<file path="src/rtl/bfx_ram.sv">
// generic single write port, single read port ram with registered read
// no dependencies; holds the tape cells
module bfx_ram #(
   parameter int WIDTH = 8,
   parameter int DEPTH = 16,
   localparam int ADDR_W = $clog2(DEPTH)
) (
   input  logic              clock,
   input  logic              wr_en,
   input  logic [ADDR_W-1:0] wr_addr,
   input  logic [WIDTH-1:0]  wr_data,
   input  logic              rd_en,
   input  logic [ADDR_W-1:0] rd_addr,
   output logic [WIDTH-1:0]  rd_data
);

   logic [WIDTH-1:0] mem [DEPTH];
   logic [WIDTH-1:0] rd_data_ff;

   // write port and registered read port
   always_ff @(posedge clock) begin
      if (wr_en) begin
         mem[wr_addr] <= wr_data;
      end
      if (rd_en) begin
         rd_data_ff <= mem[rd_addr];
      end
   end

   assign rd_data = rd_data_ff;

endmodule

</file>
<file path="config.mk">
export PLATFORM = sky130hd
export DESIGN_NAME = bfx_ram
export DESIGN_NICKNAME = d
export VERILOG_FILES = /design/src/rtl/bfx_ram.sv
export SDC_FILE = /design/constraint.sdc
export NUM_CORES = 1
export LEC_CHECK = 0
export ABC_AREA = 1
export BUFFER_PORTS_ARGS = -buffer_cell sky130_fd_sc_hd__buf_2
export CELL_PAD_IN_SITES_DETAIL_PLACEMENT = 1
export CELL_PAD_IN_SITES_GLOBAL_PLACEMENT = 1
export CORE_ASPECT_RATIO = 1.2
export CORE_MARGIN = 2
export CORE_UTILIZATION = 44
export DETAILED_ROUTE_END_ITERATION = 16
export GPL_ROUTABILITY_DRIVEN = 0
export PLACE_DENSITY = 0.78
export REMOVE_ABC_BUFFERS = 1
export SLEW_MARGIN = 0
export SYNTH_ARGS = -nofsm -noshare
export SYNTH_HDL_FRONTEND = slang
export SYNTH_SLANG_ARGS = --single-unit
</file>
<file path="constraint.sdc">
create_clock -name clock -period 1.34 [get_ports clock]
set_clock_uncertainty 0.1 [all_clocks]
set_input_delay 0.268 -clock clock [delete_from_list [all_inputs] [get_ports clock]]
set_output_delay 0.268 -clock clock [all_outputs]
set_load 0.01 [all_outputs]
</file>
## Word level (Yosys, flattened, before mapping)

Memory sizes are Yosys's and may differ from the RTL's. A register that Yosys moved wholly into a read port is not among the register bits.
Cells that the tools add are included.
Widths: inputs -> output; s select.

| storage, ports and cells | value |
|---|---|
| bits of input ports | 19 |
| bits in writable memories | 128 |
| output and inout port bits | 8 |
| bits in registers | 0 |
| memories | 1 |
| logic and storage cells | 3 |

| cells by class | value |
|---|---|
| muxes and demuxes | 2 |

Memories:

| memory | words | bits a word | rd ports | clocked after memory_dff | write ports | line | RTL |
|---|---|---|---|---|---|---|---|
| mem | 16 | 8 | 1 | 1 | 1 | 17 | `logic [WIDTH-1:0] mem [DEPTH];` |

Operator list:

| operator | number |
|---|---|
| $mux 1 | 2 |

## Logic depth before layout (Yosys ltp)

Gate-level depths: netlist (run 1).

| logic depth | value |
|---|---|
| depth after elaboration | 2 |
| depth in mapped cells | 8 |
| gate-level depth less buffers | 7 |

## Worst setup path before layout (run 1)

Ideal clock, no wire load.

| path | value |
|---|---|
| kind | input to register |
| from | in wr_addr[3] |
| to | mem mem[4][0] (enable) |
| buffers on the path | 0 |
| required time | 0.870 ns |
| path slack | 0.021 ns |
| library setup time | 0.370 ns |
| stages on the path | 2 |
| arrival time | 0.849 ns |
| cells stage by stage | nand3b_1 > nor2_1 |

RTL lines:

| element | line | RTL |
|---|---|---|
| from (decl) | 10 | `input logic [ADDR_W-1:0] wr_addr,` |
| to (decl) | 17 |  |

No word-level cell before the write port.

## Worst setup path after layout (run 1)

| path | value |
|---|---|
| from | reg rd_data_ff[4], in the netlist rd_data[4] (read register of mem) |
| to | out rd_data[4] |

RTL lines:

| element | line | RTL |
|---|---|---|
| from (decl) | 18 | `logic [WIDTH-1:0] rd_data_ff;` |
| to (decl) | 14 | `output logic [WIDTH-1:0] rd_data` |

No word-level cell between the ends.

==> results.md, run 1 <==
* CP startpoint: rd_data[4]
* Total Wirelength at 16190 µm
* Initial antenna violation count at 0
* Tcrit/Tclk final at 1.009
* Max Cap Violations at 0
* Failing checks: negative setup slack
* Number of synthesized flops with an enable pin at 136
* Status: finished, violations left
* CORE AREA at 13120 µm²
* # DRC at 0
* Crit path launch type: register
* Synth top area share at 0.6985
* # fillers at 1438
* Family with the most delay on the worst path: flip-flops
* Critical Path Slowest Stage Cell: edfxtp_1
* HPWL after DPL at 9965 µm
* ANT cells at 0
* Leakage power at 0.003042 µW
* Hold Buf Count CTS at 0
* Async SR Flop Fraction at 0
* Top FF cell, synth: edfxtp_1
* Vias in the first global route at 4569
* Die Y at 130.3 µm
* Port bufs at 26
* Hold Slack at 0.1122 ns
* Slew @ Worst Pin at 0.3453 ns
* Final non-filler cell total at 788
* Gr ovfl total at 0
* Final Setup Violations at 1
* Nets at 626
* GRT Util Overall at 0.2476
* Min-delay worst type: in -> reg
* Slew HR at 0.7698
* Root buffer selected by CTS: clkbuf_16
* Vias per Instance at 5.327
* Mean routed wirelength per cell at 20.54 µm
* Clock Sinks at 136
* Num CTS Buffers at 17
* Max Root-Sink Buffers at 2
* DR iter-0 viols at 282
* Count leader, synth: nand2_1
* Crit path buffers/inverters at 1
* Final Max Slew Viols at 0
* Synth Instances at 551
* Die width at 109.2 µm
* First-pass DRT Iterations at 5
* Top cells by area, synth: edfxtp_1 (70%), nand2_1 (11%), nand3_1 (8.3%)
* Synth warn at 0
* Maximum VDD drop at 0.0008437 V
* Clock latency on the worst-skew pair at 0.43 ns
* FP Rows at 46
* Hold path start: rd_en
* CP max stage delay at 0.40 ns
* Clock tree from TritonCTS: yes
* Number of post-CTS setup repair buffers at 0
* Maximum fanout along the worst path at 1
* Initial core utilization at 0.4456
* PD cells at 1451 nW/µm²
* R2R Path Start: mem[15][1]
* Antenna-violating nets left at 0
* Final worst slack at -0.01186 ns
* I/O pin total at 27
* Area growth syn-to-layout at 19.73%
* Cell Chain, Critical Path: buf_2
* Post-Syn Area per Cell at 10.61 µm²
* Inst Count DP at 756
* Setup WS pre-CTS at -0.2458 ns
* Largest net degree at the start of global routing at 45
* #FFs+latches synth at 136
* Req. time, crit path at 0.97 ns
* Period minus WS final at 1.352 ns
* First-pass GRT wire length at 25270 µm
* Setup CP Type: reg -> out
* Htree depth at 4
* Post-synth top cells: nand2_1 (173), edfxtp_1 (136), inv_1 (100), nand3_1 (97), nor2_1 (17)
* FMAX at 0.7397 GHz
* Die Area at 14230 µm²
* Clk slew on worst S/H paths at 0.06 ns
* Via Count at 4198
* Yosys top cell by area: edfxtp_1
* Crit path DAT at 0.98 ns
* Mapped Area at 5847 µm²
* Layout cell share with drive strength beyond 1 at 0.1581
* Crit path capture type: primary output
* Hold Vio Cnt, Final at 0
* Number of distinct library cells after synthesis at 11
* RSZ-0062 raised after global routing: yes
* Seq/Total Area, Yosys at 0.6985
placed cells by master (no fill, tap or decap), types with 2 or more instances in the layout:
master | synthesis | final
buf_2 | 13 | 26
nand3b_1 | 2 | 2
clkinvlp_4 | 0 | 2
inv_2 | 2 | 3
nor2_1 | 17 | 17
clkinv_4 | 0 | 3
nand2_1 | 173 | 173
bufinv_16 | 0 | 3
buf_4 | 4 | 27
nand3_2 | 0 | 6
edfxtp_1 | 136 | 136
clkinv_1 | 0 | 3
clkbuf_16 | 0 | 17
nand3_1 | 97 | 91
buf_12 | 0 | 8
inv_1 | 100 | 99
clkinv_2 | 0 | 3
power by group:
part	switching (µW)	total, µW	internal [µW]
registers	30.1	4820	4790
logic	458	674	216
clock network	1760	4660	2900
total	2250	10200	7910
routing by layer:
metal / vias up / part of all wire / global-route usage
met1: 2103 / 0.39 / 0.2923
met3: 39 / 0.053 / 0.05045
met4: 0 / 0.034 / 0.1251
met2: 156 / 0.53 / 0.4275
met5: - / 0 / 0.003571
li1: 1900 / - / -
sequential cells by signal, summed over array words and instances (netlist names):
name and count:
mem 128, rd_data 8
logic make-up after synthesis:
group                  after synthesis  synth area share
AND/OR/NAND/NOR                    289            0.2076
flip-flops                         136            0.6985
buffers and inverters              126           0.09394
through the flow:
stage	setup TNS [ns]	instance area [µm²]	utilization	total power (µW)
after detailed placement	-5.119	6384	0.4865	5554
after global routing	-0.1711	7000	0.5335	10440
after CTS	-0.08459	6975	0.5316	10200
after floorplan	-1.133	5680	-	5171
final	-0.01186	7000	0.5335	10160
after global placement	-2.306	6384	0.4865	5518
what timing repair did:
action	in CTS	in global routing
pin swaps	0	0
gates resized for setup	1	6
endpoints found under the setup margin	4	9
cloned	0	0
hold endpoints to repair	0	0
path summary, 6_finish.rpt:
check	end	slack [ns]	depth (start not counted)
setup reg to reg	rd_data[1]	0.03	6
hold / removal	rd_data[0]	0.11	1
hold reg to reg	rd_data[0]	0.66	6
setup / recovery	rd_data[4]	-0.01	1
cell type report:
class / count / area [µm²] / area share
clock buffers: 18 / 429.2 / 0.06130
clock inverters: 14 / 157.7 / 0.02252
inverters: 102 / 382.9 / 0.05469
multi-input cells: 289 / 1244 / 0.1777
flip-flops and latches: 136 / 4084 / 0.5834
well taps: 168 / 210.2 / 0.03003
repair buffers: 61 / 493.0 / 0.07042
Power figures use the tool's default switching activity.
==> run 2, diff against run 1 <==
--- a/config.mk
+++ b/config.mk
@@ -11,10 +11,11 @@
 export CELL_PAD_IN_SITES_GLOBAL_PLACEMENT = 1
 export CORE_ASPECT_RATIO = 1.2
 export CORE_MARGIN = 2
-export CORE_UTILIZATION = 44
+export CORE_UTILIZATION = 46
+export CTS_BUF_LIST = sky130_fd_sc_hd__clkbuf_4 sky130_fd_sc_hd__clkbuf_8
 export DETAILED_ROUTE_END_ITERATION = 16
 export GPL_ROUTABILITY_DRIVEN = 0
-export PLACE_DENSITY = 0.78
+export PLACE_DENSITY = 0.81
 export REMOVE_ABC_BUFFERS = 1
 export SLEW_MARGIN = 0
 export SYNTH_ARGS = -nofsm -noshare
==> results.md, run 2 (synthesis gave the netlist of run 1 again) <==
* DR iter-0 viols at 261
* Num CTS Buffers at 17
* Layout cell share with drive strength beyond 1 at 0.1575
* First-pass DRT Iterations at 5
* Req. time, crit path at 0.97 ns
* Slew @ Worst Pin at 0.4012 ns
* R2R Path Start: mem[7][4]
* Worst Reg-to-Reg Cells at 6
* Period minus WS final at 1.398 ns
* Min-delay worst type: in -> reg
* Commonest non-fill, non-tap cell in the layout: nand2_1
* Maximum fanout along the worst path at 1
* Final non-filler cell total at 780
* Via Count at 4107
* PD cells at 1353 nW/µm²
* Mean routed wirelength per cell at 19.63 µm
* Critical Path Slowest Stage Cell: edfxtp_1
* Number of flip-flops under the largest register name at 128
* Multi-input gate area at 1244 µm²
* WHS Endpoint: rd_data[2]
* Most frequent cells in the layout: nand2_1 (173), edfxtp_1 (136), inv_1 (100)
* Clock Sinks at 136
* CP max stage delay at 0.42 ns
* Gr ovfl total at 0
* Hold depth at 1
* Clock latency on the worst-skew pair at 0.46 ns
* R2R Path End: rd_data[4]
* Port bufs at 26
* Clock tree from TritonCTS: yes
* Inst Count DP at 748
* Max Root-Sink Buffers at 2
* First-pass GRT wire length at 23860 µm
* Antenna-violating nets left at 0
* Max Cap Violations at 0
* Hold Buf Count CTS at 0
* Total power at 9176 µW
* ANT cells at 0
* Status: finished, violations left
* Final Max Slew Viols at 0
* Crit path buffers/inverters at 1
* Root buffer selected by CTS: clkbuf_8
* CORE AREA at 12560 µm²
* GRT Util Overall at 0.2419
* I/O pin total at 27
* FP Rows at 45
* Die Y at 127.5 µm
* Area growth syn-to-layout at 15.99%
* Setup WS pre-CTS at -0.2472 ns
* R2R setup slack at 0.07 ns
* Cell Chain, Critical Path: buf_2
* Crit path capture type: primary output
* Storage cell area at 4084 µm²
* Vias in the first global route at 4438
* Vias per Instance at 5.265
* HPWL after DPL at 10110 µm
* FMAX at 0.7151 GHz
* Die width at 106.9 µm
* Initial antenna violation count at 0
* Crit path launch type: register
* Failing checks: negative setup slack
* Die Area at 13630 µm²
* Initial core utilization at 0.4657
* Leakage power at 0.002933 µW
* Family with the most delay on the worst path: flip-flops
* Crit path DAT at 1.03 ns
* Total Wirelength at 15310 µm
* Clk slew on worst S/H paths at 0.08 ns
* Largest net degree at the start of global routing at 33
* # fillers at 1372
* Largest Register: mem
* Tcrit/Tclk final at 1.044
* Final worst slack at -0.05840 ns
* Hold path start: rd_en
* Maximum VDD drop at 0.0005332 V
* Htree depth at 4
* RSZ-0062 raised after global routing: yes
* Slew HR at 0.7325
* Setup CP Type: reg -> out
* Hold Vio Cnt, Final at 0
* Final Setup Violations at 5
* Nets at 622
* Number of post-CTS setup repair buffers at 0
* # DRC at 0
==> run 2: timing repair <==
item	CTS	global route
setup endpoints to repair	8	12
cloned	0	0
pin swaps	0	0
gates resized for setup	0	6
hold endpoints to repair	0	0
==> run 2: layout make-up <==
| type | instances | share of cell area |
|---|---|---|
| well taps | 164 | 0.03026 |
| multi-input cells | 289 | 0.1834 |
| clock buffers | 18 | 0.03561 |
| flip-flops and latches | 136 | 0.6022 |
| clock inverters | 14 | 0.02934 |
| repair buffers | 57 | 0.06273 |
| inverters | 102 | 0.05646 |
==> run 2: how the worst max path moves through the flow <==
| stage | from | endpoint | slack [ns] | cells past startpoint |
|---|---|---|---|---|
| after floorplan | rd_addr[0] | rd_data[2] | -0.15 | 6 |
| after global placement | rd_addr[0] | rd_data[4] | -0.21 | 7 |
| after detailed placement | rd_addr[0] | rd_data[4] | -0.25 | 8 |
| after CTS | rd_data[5] | rd_data[5] | -0.08 | 1 |
| after global routing | rd_data[5] | rd_data[5] | -0.1 | 1 |
| final | rd_data[5] | rd_data[5] | -0.06 | 1 |
==> run 2: power breakdown <==
group / total [µW] / internal [µW] / switching (µW)
logic: 659 / 204 / 455
clock network: 3700 / 2060 / 1640
registers: 4810 / 4790 / 27.1
total: 9180 / 7050 / 2130
==> run 2: through the flow <==
step                area, µm²  utilization  setup TNS [ns]  hold WS (ns)
global placement         6311       0.5026          -3.510        0.5310
CTS                      6751       0.5377         -0.2570       0.05211
floorplan                5680            -          -1.133        0.2669
detailed placement       6311       0.5026          -4.896        0.5379
finish                   6782       0.5401        -0.09164       0.07353
global route             6782       0.5401         -0.4244       0.04939
==> run 2: per-layer routing <==
layer / up-vias / wire, µm / track usage / part of all wire
met2: 125 / 8220 / 0.4226 / 0.54
met1: 2072 / 5990 / 0.2808 / 0.39
met4: 0 / 407 / 0.1138 / 0.027
met5: - / 0 / 0 / 0
met3: 29 / 690 / 0.05612 / 0.045
li1: 1881 / - / - / -
==> run 3, diff against run 2 <==
--- a/config.mk
+++ b/config.mk
@@ -5,17 +5,16 @@
 export SDC_FILE = /design/constraint.sdc
 export NUM_CORES = 1
 export LEC_CHECK = 0
-export ABC_AREA = 1
 export BUFFER_PORTS_ARGS = -buffer_cell sky130_fd_sc_hd__buf_2
 export CELL_PAD_IN_SITES_DETAIL_PLACEMENT = 1
 export CELL_PAD_IN_SITES_GLOBAL_PLACEMENT = 1
 export CORE_ASPECT_RATIO = 1.2
 export CORE_MARGIN = 2
-export CORE_UTILIZATION = 46
+export CORE_UTILIZATION = 50
 export CTS_BUF_LIST = sky130_fd_sc_hd__clkbuf_4 sky130_fd_sc_hd__clkbuf_8
 export DETAILED_ROUTE_END_ITERATION = 16
 export GPL_ROUTABILITY_DRIVEN = 0
-export PLACE_DENSITY = 0.81
+export PLACE_DENSITY = 0.8
 export REMOVE_ABC_BUFFERS = 1
 export SLEW_MARGIN = 0
 export SYNTH_ARGS = -nofsm -noshare
==> results.md, run 3 <==
* Status: finished, violations left
* Failing checks: negative setup slack
* Antenna-violating nets left at 0
* Number of post-CTS setup repair buffers at 0
* Mean routed wirelength per cell at 26.17 µm
* Async SR Flop Fraction at 0
* Max Cap Violations at 0
* Die Area at 11290 µm²
* Htree depth at 4
* Sequential Power Share at 0.546
* CP max stage delay at 0.49 ns
* Top cells by area, synth: edfxtp_1 (78%), mux4_2 (7.8%), mux4_1 (7.0%)
* Cell Chain, Critical Path: mux4_2 > a22oi_2 > nand2_1
* Req. time, crit path at 1.43 ns
* Slew @ Worst Pin at 0.9008 ns
* Inst Count DP at 401
* Most frequent cells in the layout: edfxtp_1 (136), mux4_2 (28), buf_4 (28)
* First-pass GRT wire length at 16950 µm
* Leakage power at 0.002051 µW
* # DRC at 0
* Crit path capture type: register
* Crit path launch type: register
* Number of synthesized flops with an enable pin at 136
* Clock tree from TritonCTS: yes
* # fillers at 869
* Post-Syn Area per Cell at 22.83 µm²
* Clock Sinks at 136
* P_sw at 1770 µW
* Final non-filler cell total at 434
* Synth warn at 0
* Number of flip-flops under the largest register name at 128
* Maximum VDD drop at 0.0006800 V
* Period minus WS final at 1.567 ns
* HPWL after DPL at 7152 µm
* Largest Register: mem
* Largest net degree at the start of global routing at 21
* Switching Fraction at 0.2004
* Num CTS Buffers at 17
* P_int at 7063 µW
* Max Root-Sink Buffers at 2
* Critical Path Slowest Stage Cell: mux4_2
* Commonest non-fill, non-tap cell in the layout: edfxtp_1
* Yosys top cell by area: edfxtp_1
* Initial antenna violation count at 0
* Count leader, synth: edfxtp_1
* Port bufs at 26
* Clock latency on the worst-skew pair at 0.45 ns
* Final Max Slew Viols at 0
* Multi-input gate area at 1075 µm²
* Gr ovfl total at 0
* Tcrit/Tclk final at 1.169
* Clock power share at 0.397
* Synth top area share at 0.7812
* Layout cell share with drive strength beyond 1 at 0.4072
* Total Wirelength at 11360 µm
* FP Rows at 40
* Slew HR at 0.3973
* Nets at 313
* Die width at 97.34 µm
* Area growth syn-to-layout at 16.92%
* Number of distinct library cells after synthesis at 18
* DR iter-0 viols at 217
* Mapped Area at 5228 µm²
* First-pass DRT Iterations at 4
* GRT Util Overall at 0.2167
* Initial core utilization at 0.5171
* Setup TNS Final at -1.473 ns
* CORE AREA at 10110 µm²
* Top FF cell, synth: edfxtp_1
* Storage cell area at 4084 µm²
* Final cell utilization of the core at 0.6046
* PD cells at 1445 nW/µm²
* #FFs+latches synth at 136
* Vias in the first global route at 2796
* Die Y at 116.0 µm
* RSZ-0062 raised after global routing: yes
* Final Setup Violations at 13
* Maximum fanout along the worst path at 1
* Setup CP Type: reg -> reg
* Via Count at 2587
* FMAX at 0.6383 GHz
* I/O pin total at 27
* Seq/Total Area, Yosys at 0.7812
* Final worst slack at -0.2265 ns
* Setup WS pre-CTS at -0.6157 ns
* Hold Vio Cnt, Final at 0
* Min-delay worst type: in -> reg
* Clk slew on worst S/H paths at 0.08 ns
* Post-synth top cells: edfxtp_1 (136), mux4_2 (18), a22oi_1 (16), mux4_1 (14), nor2_1 (13)
* Crit path DAT at 1.66 ns
* Vias per Instance at 5.961
* Logic pwr share at 0.057
* Root buffer selected by CTS: clkbuf_8
* Hold Buf Count CTS at 0
* Synth Instances at 229
[run 3: cell count changes after synthesis, moves of 14 or more]
cell / change
nand2_1: -164
inv_1: -100
nand3_1: -96
mux4_2: +18
a22oi_1: +16
mux4_1: +14
[run 3: layer usage]
| layer | up-vias | global-route usage | part of all wire |
|---|---|---|---|
| li1 | 1100 | - | - |
| met1 | 1340 | 0.2705 | 0.40 |
| met2 | 121 | 0.3620 | 0.51 |
| met3 | 26 | 0.05911 | 0.062 |
| met4 | 0 | 0.09722 | 0.027 |
| met5 | - | 0 | 0 |
[run 3: logic make-up (layout without fill, tap and decap cells)]
| logic type | count (synthesis) | in the layout | share of synthesized area |
|---|---|---|---|
| flops | 136 | 136 | 0.7812 |
| compound gates | 16 | 16 | 0.02298 |
| mux | 32 | 32 | 0.1479 |
| other cells | 0 | 1 | 0 |
| buf+inv | 10 | 88 | 0.01651 |
| simple gates | 35 | 35 | 0.03136 |
[run 3: area by class of cell]
type / instances / share of cell area
flip-flops and latches: 136 / 0.6682
diodes: 1 / 0.0004094
multi-input cells: 83 / 0.1758
repair buffers: 56 / 0.06223
well taps: 126 / 0.02579
clock buffers: 20 / 0.04197
clock inverters: 12 / 0.02559
[run 3: metrics by stage]
stage	cell area [µm²]	power [µW]	hold WS [ns]
6_report	6112	8833	0.1041
5_1_grt	6110	9082	0.1015
4_1_cts	6103	8897	0.08996
3_5_place_dp	5679	5390	0.5619
3_3_place_gp	5679	5360	0.5441
2_1_floorplan	5141	5101	0.2669
[run 3: repair_timing]
item | CTS | global route
resized for setup | 18 | 3
endpoints found under the setup margin | 14 | 15
pin swaps | 11 | 2
[run 3: critical path, delay by kind of cell (launching register included)]
family,cells,cell delay (ns)
simple gates,1,0.08
mux,1,0.49
flops,1,0.42
compound gates,1,0.23
[run 3: path summary, 6_finish.rpt]
| kind | from | end | slack [ns] | depth (start not counted) |
|---|---|---|---|---|
| setup / recovery | mem[10][5] | rd_data[5] | -0.23 | 3 |
| hold / removal | wr_data[3] | mem[12][3] | 0.10 | 1 |
| setup reg to reg | mem[10][5] | rd_data[5] | -0.23 | 3 |
| hold reg to reg | mem[4][5] | rd_data[5] | 0.65 | 3 |
[run 3: power groups by stage]
stage / combinational [µW] / sequential [µW] / clock (µW)
after CTS: 509 / 4820 / 3570
after global placement: 458 / 4900 / 0
after global routing: 542 / 4830 / 3710
after floorplan: 191 / 4910 / 0
after detailed placement: 479 / 4910 / 0
final: 505 / 4820 / 3500
