**config.mk**
```make
export PLATFORM = sky130hd
export DESIGN_NAME = bfx_div_unit
export DESIGN_NICKNAME = d
export VERILOG_FILES = /design/src/rtl/bfx_pkg.sv /design/src/rtl/bfx_div_unit.sv
export SDC_FILE = /design/constraint.sdc
export NUM_CORES = 1
export LEC_CHECK = 0
export BUFFER_PORTS_ARGS = -buffer_cell sky130_fd_sc_hd__buf_4
export CAP_MARGIN = 20
export CORE_ASPECT_RATIO = 1.25
export CORE_UTILIZATION = 57
export CTS_BUF_LIST = sky130_fd_sc_hd__clkbuf_4 sky130_fd_sc_hd__clkbuf_8
export CTS_CLUSTER_SIZE = 20
export DETAILED_ROUTE_END_ITERATION = 6
export PLACE_DENSITY = 0.81
export SYNTH_ARGS = -nofsm -noshare
export SYNTH_HDL_FRONTEND = slang
export SYNTH_SLANG_ARGS = --single-unit
export TNS_END_PERCENT = 50
```
**constraint.sdc**
```tcl
create_clock -name clock -period 2.2 [get_ports clock]
set_input_delay 0.22 -clock clock [delete_from_list [all_inputs] [get_ports clock]]
set_output_delay 0.22 -clock clock [all_outputs]
set_load 0.05 [all_outputs]
```
**src/rtl/bfx_pkg.sv**
```systemverilog
// shared constants, codes and types of the tape-machine executor
// no dependencies; imported by the core, the divider and the test benches
package bfx_pkg;

   // sizing of the tape, the program and the cells
   localparam int TAPE_DEPTH    = 32768;
   localparam int PROGRAM_DEPTH = 65536;
   localparam int CELL_BITS     = 8;
   localparam int TAPE_ADDR_W   = $clog2(TAPE_DEPTH);
   localparam int TAPE_LAST     = TAPE_DEPTH - 1;
   localparam int IDX_W         = $clog2(PROGRAM_DEPTH);

   // field widths of the request, response and csr
   localparam int TYPE_W      = 4;
   localparam int OFFSET_W    = 16;
   localparam int AMOUNT_W    = 8;
   localparam int COUNT_W     = 8;
   localparam int PARTNER_W   = 16;
   localparam int BYTE_W      = 8;
   localparam int NEXT_W      = 16;
   localparam int FAULT_W     = 2;
   localparam int LIMIT_W     = 15;
   localparam int LIMIT_RESET = 32767;
   localparam int REQ_DATA_W  = 56;
   localparam int RSP_DATA_W  = 24;
   localparam int RSP_USER_W  = 3;
   localparam int CSR_DATA_W  = 16;

   // signed target offset width, room for sign and carry
   localparam int TGT_W = ((TAPE_ADDR_W > OFFSET_W) ? TAPE_ADDR_W : OFFSET_W) + 2;

   // divider sizing: dividend is the cell shifted up by a cell width
   localparam int DIV_STEPS = 2 * CELL_BITS;
   localparam int DIV_CNT_W = $clog2(DIV_STEPS);

   typedef enum logic [TYPE_W-1:0] {
      OP_MOVE   = 4'd0,
      OP_ADD    = 4'd1,
      OP_MULADD = 4'd2,
      OP_CLEAR  = 4'd3,
      OP_WRITE  = 4'd4,
      OP_READ   = 4'd5,
      OP_LOOPB  = 4'd6,
      OP_LOOPE  = 4'd7,
      OP_NOP    = 4'd8
   } op_code_type;

   typedef enum logic [FAULT_W-1:0] {
      FAULT_NONE      = 2'd0,
      FAULT_UNDERFLOW = 2'd1,
      FAULT_OVERFLOW  = 2'd2,
      FAULT_TARGET    = 2'd3
   } fault_type;

   // divider command and status
   typedef struct packed {
      logic                   start;
      logic [DIV_STEPS-1:0]   dividend;
      logic [COUNT_W-1:0]     divisor;
   } div_ctrl_type;

   typedef struct packed {
      logic                   done;
      logic [CELL_BITS-1:0]   quotient;
   } div_stat_type;

endpackage

```
**src/rtl/bfx_div_unit.sv**
```systemverilog
// restoring divider, one quotient bit per cycle
// depends on bfx_pkg; gives the low cell bits of the quotient
module bfx_div_unit (
   input  logic                 clock,
   input  logic                 reset,
   input  bfx_pkg::div_ctrl_type div_ctrl,
   output bfx_pkg::div_stat_type div_stat
);

   import bfx_pkg::*;

   logic                 busy_ff, busy_in;
   logic                 done_ff, done_in;
   logic [DIV_CNT_W-1:0] cnt_ff, cnt_in;
   logic [COUNT_W-1:0]   rem_ff, rem_in;
   logic [DIV_STEPS-1:0] dvd_ff, dvd_in;
   logic [COUNT_W-1:0]   dsr_ff, dsr_in;
   logic [CELL_BITS-1:0] quo_ff, quo_in;
   logic [COUNT_W:0]     trial;
   logic                 fits;

   // one shift, compare and subtract step
   always_comb begin
      trial   = {rem_ff, dvd_ff[DIV_STEPS-1]};
      fits    = trial >= {1'b0, dsr_ff};
      busy_in = busy_ff;
      done_in = 1'b0;
      cnt_in  = cnt_ff;
      rem_in  = rem_ff;
      dvd_in  = dvd_ff;
      dsr_in  = dsr_ff;
      quo_in  = quo_ff;
      if (div_ctrl.start) begin
         busy_in = 1'b1;
         cnt_in  = '0;
         rem_in  = '0;
         dvd_in  = div_ctrl.dividend;
         dsr_in  = div_ctrl.divisor;
         quo_in  = '0;
      end else if (busy_ff) begin
         dvd_in = {dvd_ff[DIV_STEPS-2:0], 1'b0};
         quo_in = {quo_ff[CELL_BITS-2:0], fits};
         rem_in = fits ? COUNT_W'(trial - {1'b0, dsr_ff}) : trial[COUNT_W-1:0];
         cnt_in = cnt_ff + DIV_CNT_W'(1);
         if (cnt_ff == DIV_CNT_W'(DIV_STEPS - 1)) begin
            busy_in = 1'b0;
            done_in = 1'b1;
         end
      end
   end

   always_ff @(posedge clock) begin
      if (reset) begin
         busy_ff <= 1'b0;
         done_ff <= 1'b0;
      end else begin
         busy_ff <= busy_in;
         done_ff <= done_in;
      end
      cnt_ff <= cnt_in;
      rem_ff <= rem_in;
      dvd_ff <= dvd_in;
      dsr_ff <= dsr_in;
      quo_ff <= quo_in;
   end

   assign div_stat.done     = done_ff;
   assign div_stat.quotient = quo_ff;

endmodule

```
# Word level (Yosys, flattened, before mapping)

Cells that the tools add are included.

Output and inout port bits: 9
Register bits after elaboration: 46
Word-level logic and storage cells: 21
Input bits: 27

Bitwise logic cells: 1
Order comparisons: 1
Multiplexer cells: 7
Reduce and logical (&&, ||, !) cells: 2
Add/subtract/negate cells: 2
Equality and inequality tests: 1

Operator list:

| kind                | count |
|---|---|
| $mux 16             | 2 |
| $ge 9x8->1          | 1 |
| $mux 8              | 1 |
| $sub 8x8->8         | 1 |
| $add 4x1->4 const B | 1 |
| $eq 4x4->1 const B  | 1 |
| $mux 1              | 4 |
| $reduce_or 3->1     | 1 |
| $reduce_bool 2->1   | 1 |
| $not 1->1           | 1 |

# Logic depth before layout (Yosys ltp)

Gate-level depths: netlist (run 1).

Depth after elaboration: 4
Mapped depth: 8
Mapped depth without buffers: 8

# Worst setup path before layout (run 1)

Ideal clock, no wire load.

Kind: register to register
Start: register dvd_ff[15]
End: register rem_ff[6]
Library setup time: 0.124 ns
Period minus slack after synthesis: 1.831 ns
Buffers on the path: 0
Cell stages (with the launch flop): 9
Data required time: 2.076 ns
Data arrival time: 1.708 ns
Path slack: 0.369 ns
Cell sequence: edfxtp_1 -> inv_1 -> ha_1 -> fa_1 -> nor2b_1 -> o211ai_1 -> mux2i_1 -> a2111oi_2 -> o31ai_1

Longest elaborated chain between the ends: 2
Elaborated cells on any way between the ends: 3
Those cells by class: 1 x add/sub; 1 x order compare; 1 x mux

Ends and longest elaborated chain:

| item                                      | RTL line                               | text |
|---|---|---|
| start, declared                           | bfx_div_unit.sv:16                     | `logic [DIV_STEPS-1:0] dvd_ff, dvd_in;` |
| start signal, assigned                    | bfx_div_unit.sv:62                     | `dvd_ff <= dvd_in;` |
| $sub 8x8->8 or $ge 9x8->1 (tied branches) | bfx_div_unit.sv:43, bfx_div_unit.sv:25 |  |
| $mux 8 (*)                                | bfx_div_unit.sv:43                     | `rem_in = fits ? COUNT_W'(trial - {1'b0, dsr_ff}) : trial[COUNT_W-1:0];` |
| end signal, assigned                      | bfx_div_unit.sv:61                     | `rem_ff <= rem_in;` |
| end, declared                             | bfx_div_unit.sv:15                     | `logic [COUNT_W-1:0] rem_ff, rem_in;` |

Every way passes the cells marked *; elsewhere a longest branch is shown, timed or not.
A chain may end at the register's enable or synchronous reset.

# Worst setup path in the final report (run 1)

Ends and elaborated chain as after synthesis.

==> summary.txt, run 1 <==
Yosys
  • Sequential element share of the synthesized area: 53.4%
  • Area of the mapped netlist: 0.00218 mm²
  • Async S/R FF share, synth: 0%
  • Count leader, synth: edfxtp_1
  • Most used DFF post-synth: edfxtp_1
  • Top cells by area, synth: edfxtp_1 33%, dfxtp_1 20%, mux2_2 7.8%, mux2i_1 5.5%, ha_1 5.2%
  • Syn Nets: 224
  • Synth area leader: edfxtp_1
  • Post-synthesis register bit count: 46
  • Netlist cell types: 40
  • Synth warn: 0
  • Post-synth top cells: 24 x edfxtp_1, 22 x dfxtp_1, 22 x nor2_1
  • Avg Inst Size Synth: 11.6 µm²
  • Synth top area share: 33.1%
  • Synthesized instance count: approximately 190
  • Post-synth EDFFs: 24

Timing
  • Hold Vio Cnt, Final: 0
  • Setup WS post-layout: roughly 220 ps
  • Setup violators final: 0
  • Final period util: 90.2%
  • Final Max Slew Viols: 0
  • Max Freq: 504 MHz
  • Final Skew: 3.73 ps
  • Worst relative slew slack: 61.0%
  • Fin crit period: 1980 ps
  • Slew at the pin closest to its max-slew limit: 584 ps
  • RSZ-0062 raised after global routing: false
  • Setup TNS Final: 0 ps

Die
  • # IOs: 36
  • Core region area: 0.00357 mm²
  • Die width: 57.3 µm
  • Die Ht: 71.1 µm
  • Site Rows: 24
  • Die ar.: 0.00407 mm²
  • Initial core utilization: just over 60%

Power
  • Net Switching: 461 µW
  • Sequential Power Share: 54.1%
  • Leakage: ~0.0011 µW
  • Pint: 1370 µW
  • Clock Power Share: 30.9%
  • Sw frac: around a quarter
  • Combinational share of power: 15.1%
  • Peak VDD IR: 0.000501 V
  • PnR Total Power: 1840 µW
  • PD cells: 714 mW/mm²

Placement
  • Dpl ws: 168 ps
  • Port bufs: 35
  • Final HPWL DP: ~2800 µm
  • Routability congestion estimate: 0.852
  • Placed cell areas: between 0.002 and 0.0025 mm²

Global routing
  • First-pass GRT wire length: 6330 µm
  • Congestion Overflow GR: 0
  • Largest net degree at the start of global routing: 43
  • Vias in the first global route: 1417
  • Total Routing Usage GR: 21.2%
  • Initial antenna violation count: 0

Final layout
  • Final Util: 71.9%
  • Final instance area: 0.00257 mm²
  • Final #Nets: 261
  • Antenna Cells: 0
  • Layout cells sized above 1: 30.2%
  • Synthesis-to-finish area growth: 18.1%

Outcome
  • Failing checks: DRC
  • Outcome: finished, violations left

Route
  • Drt pass-1 iters: 6
  • DRT Wirelength: 3950 µm
  • Via count: ~1500
  • DRC viols: 2
  • Remaining antenna violation count after routing: 0
  • Initial DRC count: slightly above 60
  • Routed length per placed instance: 14.9 µm
  • Vias/cell: approximately 5.6

CTS
  • CTS tree: built
  • Clk root buf: clkbuf_8
  • H-tree depth: 2
  • Total CTS buffers: 5
  • Clk_lat worst skew: 310 ps
  • Clock Path Buffers: 2
  • Worst-path clk slew: 90 ps
  • Clock Sink Count: 46

Worst setup path
  • Reg2Reg Depth: 8
  • Crit. End Element: flop
  • Crit start category: flop
  • CP max stage delay: 420 ps
  • R2r setup slk: 220 ps
  • Req. time, crit path: 2390 ps
  • Reg2Reg Launch Point: dvd_ff[15]
  • Worst path slowest cell: fa_1
  • WP data arrival: 2170 ps
  • Critical path fanouts, max: 3
  • R2R Path End: rem_ff[6]
  • CP Cell Sequence: inv_1, ha_1, fa_1, nor2b_1, o211ai_1, mux2i_1, a2111oi_2, o31ai_1
  • Critical path class: reg -> reg

Worst hold path
  • Hold Startpoint: reset
  • Worst Hold Endpoint: busy_ff
  • HP Class: in -> reg
  • Hold path depth: 2

Flow run
  • Maxcap violations: 0
[layer usage]
layer	vias to the layer above	track usage, %	share of wire (%)
met1	698	24.4	40
met4	0	11.4	3.1
met3	12	6.22	4.6
met5	-	0	0
met2	47	35.4	52
li1	734	-	-
[critical path: cells and delay by family (launching register included)]
| family | cells | cell delay [ps] |
|---|---|---|
| fa+ha+maj | 2 | 650 |
| compound gates | 3 | 500 |
| flops | 1 | 360 |
| simple gates | 1 | 160 |
| mux | 1 | 150 |
| buf+inv | 1 | 50 |
[how the worst max path moves through the flow]
stage	start	endpoint	slack, ps
after floorplan	dvd_ff[15]	rem_ff[6]	370
after global placement	dsr_ff[0]	rem_ff[6]	230
after detailed placement	dsr_ff[0]	rem_ff[6]	170
after CTS	dsr_ff[6]	rem_ff[5]	140
after global routing	dvd_ff[15]	rem_ff[6]	60
final	dvd_ff[15]	rem_ff[6]	220
[power by group through the flow]
stage | registers, µW | clock network [µW] | logic, µW
after global routing | 999 | 606 | 306
after global placement | 1010 | 0 | 264
final | 992 | 567 | 277
after floorplan | 1010 | 0 | 190
after detailed placement | 1010 | 0 | 273
after CTS | 993 | 577 | 275
[what timing repair did]
item / in CTS / in global routing
endpoints found under the hold margin: 0 / 0
hold buffers: 0 / 0
setup endpoints to repair: 0 / 2
buffers inserted: 0 / 0
resized for setup: 0 / 1
[kinds of logic after synthesis]
family / synth area share (%)
fa+ha+maj: 6.10
flops: 53.4
mux: 13.3
xor+xnor: 3.22
compound gates: 8.97
simple gates: 10.9
buf+inv: 4.20
[per-stage QoR]
stage	hold slack, ps	instances
2_1_floorplan	292	187
3_3_place_gp	388	256
5_1_grt	69.8	264
4_1_cts	61.0	264
3_5_place_dp	393	256
6_report	67.3	264
[placed cells by master (no fill, tap or decap), drive strengths merged, types with 5 or more instances in the layout]
master,count
a21oi,6
buf,38
clkbuf,7
dfxtp,22
edfxtp,24
ha,9
inv,13
mux2,15
mux2i,12
nand2,11
nor2,22
o21ai,5
xnor2,6
[cell type report]
type | instances | area (µm²)
Sequential cell | 46 | 1160
Fill cell | 269 | 1000
Multi-Input combinational cell | 121 | 931
Timing Repair Buffer | 38 | 285
Clock buffer | 7 | 90.1
Tap cell | 39 | 48.8
Inverter | 12 | 45.0
Clock inverter | 1 | 8.76
[registers in the layout (all words and copies together) (netlist names)]
| register | cells |
|---|---|
| busy_ff | 1 |
| quo_ff | 8 |
| done_ff | 1 |
| dvd_ff | 16 |
| cnt_ff | 4 |
| dsr_ff | 8 |
| rem_ff | 8 |
(Power assumes the default switching activity.)
==> inputs of run 2 (changes only) <==
--- a/config.mk
+++ b/config.mk
@@ -8,11 +8,11 @@
 export BUFFER_PORTS_ARGS = -buffer_cell sky130_fd_sc_hd__buf_4
 export CAP_MARGIN = 20
 export CORE_ASPECT_RATIO = 1.25
-export CORE_UTILIZATION = 57
+export CORE_UTILIZATION = 55
 export CTS_BUF_LIST = sky130_fd_sc_hd__clkbuf_4 sky130_fd_sc_hd__clkbuf_8
 export CTS_CLUSTER_SIZE = 20
 export DETAILED_ROUTE_END_ITERATION = 6
-export PLACE_DENSITY = 0.81
+export PLACE_DENSITY = 0.78
 export SYNTH_ARGS = -nofsm -noshare
 export SYNTH_HDL_FRONTEND = slang
 export SYNTH_SLANG_ARGS = --single-unit
==> constraint.sdc (replaced) <==
create_clock -name clock -period 2.1 [get_ports clock]
set_input_delay 0.21 -clock clock [delete_from_list [all_inputs] [get_ports clock]]
set_output_delay 0.21 -clock clock [all_outputs]
set_load 0.05 [all_outputs]
==> run 2 against run 1 <==
Net effect:
- die area up 3.5%
- the run now ends clean
- clock power is 3% lower
- final cell count increased by 6.1%
- wire length decreased by 3.6%
- highest routed layer unchanged
==> summary.txt, run 2 (synthesis gave the netlist of run 1 again) <==
Die
  • Die Ht: between 70 and 80 µm
  • Die ar.: 0.00421 mm²
  • Initial core utilization: 57.5%
  • Site Rows: 25
  • # IOs: 36
  • Core region area: between 0.003 and 0.004 mm²
  • Die width: 58.3 µm

Placement
  • Port bufs: 35
  • Routability congestion estimate: roughly 0.78
  • Final HPWL DP: 2860 µm

Worst setup path
  • Reg2Reg Launch Point: dvd_ff[15]
  • R2R Path End: rem_ff[6]
  • Critical path fanouts, max: 3
  • Reg2Reg Depth: 8
  • CP max stage delay: 410 ps
  • Critical path class: reg -> reg
  • R2r setup slk: 140 ps
  • CP startpoint: dvd_ff[15]
  • Req. time, crit path: around 2300 ps
  • Crit path depth: 8
  • Crit. End Element: flop
  • Crit start category: flop
  • CP Buf/Inv Count: 1
  • CP Cell Sequence: inv_1, ha_1, fa_1, nor2b_1, o211ai_1, mux2i_1, a2111oi_2, o31ai_1
  • Critical path's top delay family: adder cells
  • Worst path slowest cell: fa_1
  • WP data arrival: 2150 ps
  • Critical Path End: rem_ff[6]

Timing
  • Final period util: 93.4%
  • Final Max Slew Viols: 0
  • Worst relative slew slack: around three fifths
  • Max Freq: 510 MHz
  • Setup violators final: 0
  • Hold Vio Cnt, Final: 0
  • Slew at the pin closest to its max-slew limit: 577 ps
  • RSZ-0062 raised after global routing: false
  • Fin crit period: between 1500 and 2000 ps
  • Final Skew: around 5.3 ps
  • Setup TNS Final: 0 ps

Global routing
  • Largest net degree at the start of global routing: between 40 and 50
  • Total Routing Usage GR: around a fifth
  • First-pass GRT wire length: approximately 6500 µm
  • Congestion Overflow GR: 0
  • Initial antenna violation count: 0
  • Vias in the first global route: 1529

Route
  • Routed length per placed instance: 13.6 µm
  • Vias/cell: 5.23
  • Initial DRC count: 57
  • DRT Wirelength: about 3800 µm
  • Via count: 1463
  • Drt pass-1 iters: 4
  • Remaining antenna violation count after routing: 0
  • DRC viols: 0

CTS
  • Clock Path Buffers: 2
  • Post-CTS setup buffers: 0
  • CTS-repair resized insts: 0
  • Clock Sink Count: 46
  • Hold-fix buffers, CTS: 0
  • H-tree depth: 2
  • Clk root buf: clkbuf_8
  • Total CTS buffers: 5
  • Clk_lat worst skew: 300 ps
  • CTS tree: built
  • Worst-path clk slew: 80 ps

Final layout
  • Most frequent cells in the layout: 39 x buf_4, 24 x edfxtp_1, 22 x nor2_1, 22 x dfxtp_1, 15 x mux2_2
  • Number of flip-flops in the largest register: 16
  • Synthesis-to-finish area growth: 18.6%
  • Commonest non-fill, non-tap cell in the layout: buf_4
  • Final Util: 68.2%
  • Antenna Cells: 0
  • Fillcell total: 295
  • Top reg by flops: dvd_ff
  • Layout cells sized above 1: 30.5%
  • Final #Nets: 262

Flow run
  • Maxcap violations: 0

Power
  • Peak VDD IR: just over 0.0005 V
  • PD cells: 727 mW/mm²
  • Leakage: about 0.0011 µW

Worst hold path
  • HP Class: in -> reg

Outcome
  • Outcome: completed
## run 2: layer usage
layer | GRT usage, % | vias to the layer above | routed length, µm
met2 | 37.2 | 30 | 2040
met4 | 8.99 | 0 | 82
li1 | - | 736 | -
met1 | 21.9 | 688 | 1550
met5 | 0 | - | 0
met3 | 4.99 | 9 | 134
## run 2: cell type report
| cell class | count | area [µm²] | share of cell area (%) |
|---|---|---|---|
| multi-input cells | 121 | 923 | 35.8 |
| flip-flops and latches | 46 | 1160 | 45.0 |
| inverters | 12 | 45.0 | 1.75 |
| clock buffers | 7 | 83.8 | 3.25 |
| clock inverters | 1 | 6.26 | 0.242 |
| repair buffers | 39 | 293 | 11.3 |
| well taps | 54 | 67.6 | 2.62 |
## run 2: stage by stage
stage	instances	power, µW	hold WS, ps	instance area [µm²]	worst slack [ps]
global route	280	1960	67.9	2580	43.4
detailed placement	272	1350	389	2490	152
finish	280	1880	77.3	2580	139
floorplan	187	1260	282	2180	269
CTS	280	1900	68.8	2580	122
global placement	272	1340	378	2490	184
## run 2: power breakdown
part	switching [µW]	total, µW	internal (µW)
combinational	145	287	142
sequential	25.0	1040	1010
clock	289	551	263
## run 2: how the worst min path moves through the flow
stage	start	cells after the start	endpoint
floorplan	reset	1	busy_ff
global placement	reset	2	busy_ff
detailed placement	reset	2	done_ff
CTS	reset	2	done_ff
global route	reset	2	done_ff
finish	reset	2	done_ff
==> inputs of run 3 (changes only) <==
--- a/config.mk
+++ b/config.mk
@@ -5,6 +5,7 @@
 export SDC_FILE = /design/constraint.sdc
 export NUM_CORES = 1
 export LEC_CHECK = 0
+export ABC_AREA = 1
 export BUFFER_PORTS_ARGS = -buffer_cell sky130_fd_sc_hd__buf_4
 export CAP_MARGIN = 20
 export CORE_ASPECT_RATIO = 1.25
==> run 3 against run 2 <==
Net effect:
- wire length grew 12%
- largest cell class unchanged
- area after synthesis up 6.4%
- register-to-register slack better by 220 ps
- critical path depth is 3 higher
- cell area is 5.1% higher
- flip-flop and latch count stayed put
- worst setup slack improved by 220 ps
- count of clock-buffer cells in the layout decreased by 2
- clock skew shrank 0.78 ps
- first-iteration DRC count rose by 44%
- core utilization decreased by 1.5 points
==> summary.txt, run 3 <==
Die
  • Site Rows: 26
  • Die ar.: 0.00448 mm²
  • Initial core utilization: 57.0%
  • Die Ht: 74.6 µm
  • # IOs: 36
  • Die width: 60.0 µm
  • Core region area: 0.00407 mm²

Final layout
  • Sequential cell area: ~0.0012 mm²
  • Most frequent cells in the layout: 113 x nand2_1, 41 x inv_1, 36 x buf_4
  • Layout Cells excl Fill: about 370
  • Area occupied by multi-input gates: 941 µm²
  • Synthesis-to-finish area growth: 17.1%
  • Layout cells sized above 1: 17.3%
  • Antenna Cells: 0
  • Fillcell total: 335
  • Number of flip-flops in the largest register: 16
  • Commonest non-fill, non-tap cell in the layout: nand2_1
  • Final #Nets: 354
  • Top reg by flops: dvd_ff

Power
  • Leakage: around 0.0013 µW
  • PD cells: 708 mW/mm²
  • Peak VDD IR: 0.000676 V

Route
  • DRT Wirelength: 4280 µm
  • Drt pass-1 iters: 4
  • DRC viols: 0
  • Remaining antenna violation count after routing: 0
  • Routed length per placed instance: between 10 and 15 µm
  • Via count: 1819
  • Vias/cell: 4.86
  • Initial DRC count: around 80

Yosys
  • Synth area leader: edfxtp_1
  • Top cells by area, synth: edfxtp_1 31%, dfxtp_1 19%, nand2_1 18%, inv_1 6.6%, ha_1 4.9%
  • Avg Inst Size Synth: 8.24 µm²
  • Synth top area share: 31.1%
  • Post-synthesis register bit count: between 40 and 50
  • Area of the mapped netlist: 0.00232 mm²
  • Post-synth EDFFs: 24
  • Netlist cell types: 33
  • Post-synth top cells: 113 x nand2_1, 41 x inv_1, 24 x edfxtp_1
  • Count leader, synth: nand2_1
  • Async S/R FF share, synth: 0%
  • Syn Nets: 318
  • Sequential element share of the synthesized area: approximately 50%
  • Synthesized instance count: 281
  • Synth warn: 0
  • Most used DFF post-synth: edfxtp_1

CTS
  • Clk_lat worst skew: 300 ps
  • Clock Path Buffers: 2
  • Clk root buf: clkbuf_8
  • Hold-fix buffers, CTS: 0
  • CTS-repair resized insts: 0
  • Post-CTS setup buffers: 0
  • Clock Sink Count: 46
  • Worst-path clk slew: 80 ps
  • CTS tree: built
  • Total CTS buffers: 5
  • H-tree depth: 2

Worst setup path
  • CP startpoint: rem_ff[5]
  • Crit. End Element: flop
  • CP Cell Sequence: ha_1, nand2_1, nand2_1, nand2_1, nand2_1, nor2_4, nand2_4, nand2_2, nand2_1, nand2_1, nand2_1
  • Req. time, crit path: 2300 ps
  • CP max stage delay: 370 ps
  • R2R Path End: rem_ff[7]
  • CP Buf/Inv Count: 0
  • Reg2Reg Launch Point: rem_ff[5]
  • Critical path fanouts, max: 9
  • CP dominant cell by count: nand2_1
  • WP data arrival: 1950 ps
  • Critical path class: reg -> reg
  • Reg2Reg Depth: 11
  • R2r setup slk: around 360 ps
  • Worst path slowest cell: ha_1
  • Crit start category: flop
  • Crit path depth: 11
  • Critical Path End: rem_ff[7]
  • Critical path's top delay family: simple AND/OR/NAND/NOR gates

Global routing
  • Initial antenna violation count: 0
  • Largest net degree at the start of global routing: 30
  • First-pass GRT wire length: 7180 µm
  • Congestion Overflow GR: 0
  • Vias in the first global route: around 1800
  • Total Routing Usage GR: 22.0%

Timing
  • Max Freq: between 500 and 600 MHz
  • Setup TNS Final: 0 ps
  • Setup violators final: 0
  • Final Skew: between 4 and 5 ps
  • Final Max Slew Viols: 0
  • Hold_ws: 79.6 ps
  • Slew at the pin closest to its max-slew limit: 751 ps
  • RSZ-0062 raised after global routing: false
  • Final period util: 83.1%
  • Worst relative slew slack: 49.6%
  • Fin crit period: 1740 ps
  • Hold Vio Cnt, Final: 0

Flow run
  • Maxcap violations: 0

Worst hold path
  • HP Class: in -> reg

Placement
  • Port bufs: 35
  • Routability congestion estimate: 0.859
  • Final HPWL DP: approximately 3200 µm
  • Placed cells: 366

Outcome
  • Outcome: completed
## run 3: layout make-up
| class | count | share of cell area (%) |
|---|---|---|
| multi-input cells | 185 | 34.7 |
| inverters | 43 | 5.95 |
| repair buffers | 36 | 9.96 |
| clock buffers | 5 | 2.54 |
| clock inverters | 3 | 1.48 |
| flip-flops and latches | 46 | 42.8 |
| well taps | 56 | 2.58 |
## run 3: logic make-up after synthesis
logic type / after synthesis / share of synthesized area [%]
xor gates and xnor gates: 2 / 0.756
adders and majority gates: 10 / 5.73
AOI/OAI and AO/OA: 17 / 4.21
and+or+nand+nor: 156 / 29.9
DFF: 46 / 50.1
buffers and inverters: 50 / 9.24
## run 3: per-layer routing
metal	up-vias	GRT usage, %	wire [µm]
met2	42	39.4	2230
met5	-	0	0
met1	819	24.2	1760
met4	0	10.1	78
li1	952	-	-
met3	6	5.22	202
## run 3: report_power, final
group	switching (µW)	internal [µW]	leakage, µW
clock network	289	350	0.0000579
logic	150	102	0.000863
registers	21.8	1010	0.000421
## run 3: how the worst min path moves through the flow
stage	start	end	slack, ps	depth (start not counted)
after floorplan	reset	done_ff	290	1
after global placement	div_ctrl[2]	dsr_ff[2]	390	1
after detailed placement	div_ctrl[0]	dsr_ff[0]	390	1
after CTS	reset	done_ff	70	2
after global routing	div_ctrl[7]	dsr_ff[7]	70	1
final	reset	busy_ff	80	2
## run 3: worst reg2reg max path, delay by kind of cell (launching register included)
family	cells	cell delay [ps]
and+or+nand+nor	10	930
adders and majority gates	1	370
DFF	1	340
## run 3: per-stage QoR
step | instance area, µm² | setup slack, ps | power, µW | utilization [%]
after floorplan | 2320 | 544 | 1220 | -
after global placement | 2600 | 378 | 1290 | 64.0
after detailed placement | 2600 | 314 | 1300 | 64.0
after CTS | 2710 | 344 | 1940 | 66.7
after global routing | 2710 | 171 | 2000 | 66.7
final | 2710 | 356 | 1920 | 66.7
